--- config.mk ---
export PLATFORM = sky130hd
export DESIGN_NAME = cblm_ctrl
export DESIGN_NICKNAME = d
export VERILOG_FILES = /design/src/rtl/core/cost_basis_lot_matcher_assert.svh /design/src/rtl/core/cblm_pkg.sv /design/src/rtl/core/cblm_ctrl.sv
export SDC_FILE = /design/constraint.sdc
export NUM_CORES = 1
export LEC_CHECK = 0
export BUFFER_PORTS_ARGS = -buffer_cell sky130_fd_sc_hd__clkbuf_2
export CAP_MARGIN = 5
export CORE_AREA = 2 2 39 41
export DETAILED_ROUTE_END_ITERATION = 7
export DIE_AREA = 0 0 41 43
export PLACE_DENSITY = 0.66
export SLEW_MARGIN = 20
export SYNTH_ARGS = -nofsm -noshare
export SYNTH_HDL_FRONTEND = slang
export SYNTH_SLANG_ARGS = --single-unit
--- constraint.sdc ---
create_clock -name clk_i -period 1.8 [get_ports clk_i]
set_clock_uncertainty 0.1 [all_clocks]
set_input_delay 0.27 -clock clk_i [delete_from_list [all_inputs] [get_ports clk_i]]
set_output_delay 0.27 -clock clk_i [all_outputs]
set_load 0.01 [all_outputs]
--- src/rtl/core/cost_basis_lot_matcher_assert.svh ---
// assertion macros for the cost basis lot matcher
`ifndef COST_BASIS_LOT_MATCHER_ASSERT_SVH
`define COST_BASIS_LOT_MATCHER_ASSERT_SVH
`ifndef SYNTH
`define CBLM_ASSERT(lbl, clk, rstn, prop) \
  lbl: assert property (@(posedge clk) disable iff (!rstn) prop) \
    else $error("cost basis lot matcher check failed");
`define CBLM_ASSERT_IMP(lbl, clk, rstn, ante, cons) \
  lbl: assert property (@(posedge clk) disable iff (!rstn) (ante) |-> (cons)) \
    else $error("cost basis lot matcher check failed");
`else
`define CBLM_ASSERT(lbl, clk, rstn, prop)
`define CBLM_ASSERT_IMP(lbl, clk, rstn, ante, cons)
`endif
`endif

--- src/rtl/core/cblm_pkg.sv ---
// shared types and constants of the cost basis lot matcher
package cblm_pkg;
  localparam int MaxLotsDef = 64;
  localparam int DateW      = 20;
  localparam int SharesW    = 32;
  localparam int PriceW     = 32;
  localparam int TotSharesW = 40;
  localparam int CostW      = 64;
  localparam int ModeW      = 2;
  localparam int InDataW    = 88;
  localparam int OutDataW   = 72;

  localparam logic [ModeW-1:0] ModeFifo = 2'd0;
  localparam logic [ModeW-1:0] ModeLifo = 2'd1;
  localparam logic             FuncNew  = 1'b1;
  localparam logic             RegCostMode = 1'b0;
  localparam logic             RegCalcDate = 1'b1;

  typedef struct packed {
    logic load_in;
    logic clear;
    logic set_past;
    logic buy;
    logic add;
    logic sell_init;
    logic rd;
    logic mul_sell;
    logic sub_sell;
    logic div_start;
    logic out_load;
  } cmd_t;

  typedef struct packed {
    logic is_new;
    logic past;
    logic late;
    logic zero;
    logic is_buy;
    logic full;
    logic avg_mode;
    logic want_zero;
    logic count_zero;
    logic div_busy;
    logic out_busy;
  } stat_t;
endpackage

--- src/rtl/core/cblm_ctrl.sv ---
// controller state machine sequencing buys, lot-by-lot sells and the divide
module cblm_ctrl import cblm_pkg::*; (
  input  logic  clk_i,
  input  logic  rst_ni,
  input  logic  s_axis_tvalid,
  output logic  s_axis_tready,
  input  stat_t stat_i,
  output cmd_t  cmd_o
);
  typedef enum logic [3:0] {
    StIdle, StDecide, StBuyAdd, StSellRd, StSellMul, StSellSub, StDivGo, StDivRun, StOut
  } state_e;

  state_e state_q, state_d;

  always_comb begin
    state_d = state_q;
    cmd_o   = '0;
    unique case (state_q)
      StIdle: begin
        if (s_axis_tvalid) begin
          cmd_o.load_in = 1'b1;
          state_d = StDecide;
        end
      end
      StDecide: begin
        state_d = StDivGo;
        if (stat_i.is_new) begin
          cmd_o.clear = 1'b1;
        end else if (stat_i.past) begin
          state_d = StDivGo;
        end else if (stat_i.late) begin
          cmd_o.set_past = 1'b1;
        end else if (stat_i.zero) begin
          state_d = StDivGo;
        end else if (stat_i.is_buy) begin
          if (!stat_i.full) begin
            cmd_o.buy = 1'b1;
            state_d = StBuyAdd;
          end
        end else if (!stat_i.avg_mode) begin
          cmd_o.sell_init = 1'b1;
          state_d = StSellRd;
        end
      end
      StBuyAdd: begin
        cmd_o.add = 1'b1;
        state_d = StDivGo;
      end
      StSellRd: begin
        if (stat_i.want_zero || stat_i.count_zero) begin
          state_d = StDivGo;
        end else begin
          cmd_o.rd = 1'b1;
          state_d = StSellMul;
        end
      end
      StSellMul: begin
        cmd_o.mul_sell = 1'b1;
        state_d = StSellSub;
      end
      StSellSub: begin
        cmd_o.sub_sell = 1'b1;
        state_d = StSellRd;
      end
      StDivGo: begin
        cmd_o.div_start = 1'b1;
        state_d = StDivRun;
      end
      StDivRun: begin
        if (!stat_i.div_busy) state_d = StOut;
      end
      StOut: begin
        if (!stat_i.out_busy) begin
          cmd_o.out_load = 1'b1;
          state_d = StIdle;
        end
      end
      default: state_d = StIdle;
    endcase
  end

  assign s_axis_tready = (state_q == StIdle);

  always_ff @(posedge clk_i or negedge rst_ni) begin
    if (!rst_ni) begin
      state_q <= StIdle;
    end else begin
      state_q <= state_d;
    end
  end
endmodule

==> flow_results.org <==
** Power and ir drop
- Total power consumption of the routed design :: 0.830 mW
- Pwr per Cell Area :: 1330 mW/mm2
- Leakage Power :: 0.302 nW
- IR analysis of the VDD net gives a maximum drop of 0.485 mV.

** Synthesis
- A synthesized cell averages 7.94 um2.
- Number of synthesized flops with an enable pin :: 0
- Area of the mapped netlist :: 389 um2
- Net count after synthesis :: 63
- In this run, distinct cell masters in the synthesized netlist total 27.
- The Yosys step of the flow raised 0 warnings.
- Dominant synthesized flop cell :: sky130_fd_sc_hd__dfrtp_1
- Synthesis-stage register bit count :: 4
- Async set-reset flop share out of synthesis :: 100%
- Gate count of the mapped netlist :: 49
- The share of the Yosys chip area taken by registers is 25.7%.

** CTS
- Clock tree synthesis inserted a total of 3 buffers.
- CTS built an H-tree with a depth of 1.
- CTS tree :: yes
- Clock tree synthesis found a total of 4 sinks.
- Cell at the root of the clock tree :: sky130_fd_sc_hd__clkbuf_4
- Clock buffer depth :: 2
- For the worst-skew pair, the clock arrives at the later sink with an insertion delay of 0.23 ns.
- Clock-pin slew was measured on the worst setup and hold paths at 0.04 ns.

** Setup path
- The worst setup path is of the in -> out kind.
- Together, buffers and inverters on the worst path number 2.
- The critical path goes through clkbuf_2 -> or4_4 -> or3_4 -> nor2_1 -> buf_2.
- Worst endpoint data arrival time :: 1.43 ns
- STA classifies the critical path startpoint as a primary input.
- Largest fanout on the critical path :: 3
- In this design, the stage delay of the slowest critical-path cell is 0.53 ns.
- Data on the critical path is required at its endpoint by 1.43 ns.
- Cell type of the slowest stage on the worst timing path :: sky130_fd_sc_hd__or4_4
- Type of destination of the critical path :: output port
- Gate family responsible for the most delay along the worst path :: simple AND/OR/NAND/NOR gates

** Detailed routing
- Dividing the detail-routed via count by the number of cells gives 4.84.
- First-pass DRT Iterations :: 3
- DR vias :: 465
- For this run, design rule violations remaining after detail routing come to 0.
- In this run the remaining antenna-violating nets after routing total 0.
- After detailed routing, the average wire length per cell comes to 10.2 um.
- Wires add up to 980 um.
- After the first detailed-routing iteration, the DRC count stood at 4.

** Finish
- Area Overhead vs Synth :: 60.8%
- Proportion of layout cells with a drive suffix above 1 :: 55.0%
- The library cell used most frequently in the layout, excluding fill and tap cells, is sky130_fd_sc_hd__clkbuf_2.
- 0 antenna diodes ended up in the layout.
- The largest registers in the layout are state_q x4.
- Number of filler cells placed in the layout :: 145
- The register with the most flip-flops in the layout has 4 of them.
- Commonest non-fill, non-tap cells in the layout :: 23 x sky130_fd_sc_hd__clkbuf_2, 6 x sky130_fd_sc_hd__buf_4, 5 x sky130_fd_sc_hd__nor2_1, 5 x sky130_fd_sc_hd__nor3_1, 4 x sky130_fd_sc_hd__nand2b_1
- The final layout contains 96 nets.
- Top register by number of flip-flops :: state_q

** Floorplanning
- The initial utilization of the core area, before any placement, comes to 28.1%.
- The region available for standard cell placement spans 0.00138 mm2.
- Number of primary I/O pins :: 26
- Area of the die :: 0.00176 mm2
- Die span in y :: 43 um
- In this run the horizontal extent of the chip is 41 um.
- Placement row count :: 14

** GRT
- The first global-routing pass estimated 1.63 mm of wire.
- The number of antenna violations at the first check in global routing came to 0.
- Tot GR Track Use :: 13.2%
- Overall overflow remaining after global route :: 0
- Via count of the first global-routing pass :: 419
- Entering global routing, the biggest net connects 10 pins.

** Outcome
- The run finished with clean final reports.

** Placed design
- Port Buffers :: 25
- Routability Congestion :: 0.782
- Detailed placement finished with a half-perimeter wire length of 776 um.

** Min path
- Hold Crit Class :: in -> reg

** Timing
- Final Critical Period :: 1.80 ns
- Worst hold slack :: 0.187 ns
- Derived from the worst setup path, the maximum achievable clock frequency is 556 MHz.
- Setup-violating endpoint count in the final report :: 0
- The worst path uses 100% of the clock period.
- Setup repair after global routing could not meet its margin everywhere.
- Number of failing hold endpoints at the final stage :: 0
- Max-slew violation count :: 0
- Headroom to the max-slew limit came out at 79.4%.
- For the pin with the worst max-slew slack, the measured transition is 0.307 ns.

** Run
- Total of max-cap violations :: 0
final cells by class:
| cell class | count | area (um2) | share of cell area (%) |
|---|---|---|---|
| sequential | 4 | 103 | 16.4 |
| tap | 16 | 20.0 | 3.20 |
| multi-input combinational | 39 | 283 | 45.2 |
| inverter | 2 | 7.51 | 1.20 |
| timing repair buffer | 32 | 190 | 30.4 |
| clock buffer | 3 | 22.5 | 3.60 |
path summary, 6_finish.rpt:
check	startpoint	endpoint	slack [ns]	cells past startpoint
max	stat_i[7]	cmd_o[5]	0.0005	5
min reg2reg	state_q[3]	state_q[1]	0.45	1
min	stat_i[1]	state_q[3]	0.19	2
max reg2reg	state_q[0]	state_q[3]	0.27	5
max in group asynchronous	rst_ni	state_q[2]	1.18	2
min in group asynchronous	rst_ni	state_q[1]	0.28	2
synthesized netlist by cell type (2+ instances only):
master                     n  area, um2
sky130_fd_sc_hd__nor4_1    2       12.5
sky130_fd_sc_hd__nor2b_1   2       12.5
sky130_fd_sc_hd__a21oi_1   2       10.0
sky130_fd_sc_hd__nand2b_1  4       25.0
sky130_fd_sc_hd__nor3_1    5       25.0
sky130_fd_sc_hd__inv_1     2       7.51
sky130_fd_sc_hd__nor2_1    6       22.5
sky130_fd_sc_hd__dfrtp_1   4        100
sky130_fd_sc_hd__nor4b_1   2       17.5
sky130_fd_sc_hd__buf_4     3       22.5
timing repair:
item / in CTS / in global routing
buffers inserted: 1 / 1
pin swaps: 2 / 0
setup endpoints to repair: 4 / 6
hold buffers: 1 / 0
resized for setup: 5 / 5
hold endpoints to repair: 4 / 0
metrics by stage:
stage,setup slack (ns),util (%),instance area [um2],TNS (ns),instances
final,0.000450,45.2,626,0,96
after CTS,-0.0245,43.7,604,-0.0430,95
after global routing,-0.0547,45.2,626,-0.0547,96
after global placement,-0.0517,38.8,537,-0.0928,90
after detailed placement,-0.0563,38.8,537,-0.103,90
after floorplan,0.0801,-,389,0,49
cells by family (layout without fill, tap and decap cells):
| family | Yosys count | count (layout) | synth area share (%) |
|---|---|---|---|
| AND/OR/NAND/NOR | 29 | 29 | 46.6 |
| buffers and inverters | 6 | 37 | 9.00 |
| flip-flops | 4 | 4 | 25.7 |
| AO/OA/AOI/OAI | 9 | 9 | 16.1 |
| adder cells (fa/ha/maj) | 1 | 1 | 2.57 |
power breakdown:
group | leakage (nW) | internal [mW] | switching (mW) | total, mW
clock network | 0.0138 | 0.0743 | 0.0331 | 0.107
logic | 0.243 | 0.256 | 0.250 | 0.505
registers | 0.0456 | 0.137 | 0.0801 | 0.217
total | 0.302 | 0.467 | 0.363 | 0.830
worst reg2reg max path, cell delays in order (launching register included):
cell and delay [ns]:
sky130_fd_sc_hd__dfrtp_1 0.44, sky130_fd_sc_hd__buf_4 0.19, sky130_fd_sc_hd__nor3_1 0.16, sky130_fd_sc_hd__o211ai_1 0.13
sky130_fd_sc_hd__nor2b_1 0.14, sky130_fd_sc_hd__a221oi_1 0.25
metal layers:
layer | part of all wire, % | global-route usage [%] | vias to the layer above | wire, um
met5 | 0 | 0 | - | 0
met4 | 0 | 6.00 | 0 | 0
met3 | 4.5 | 3.14 | 0 | 44
met2 | 52 | 20.3 | 16 | 512
met1 | 43 | 16.6 | 206 | 422
li1 | - | - | 243 | -
Power figures use the tool's default switching activity.
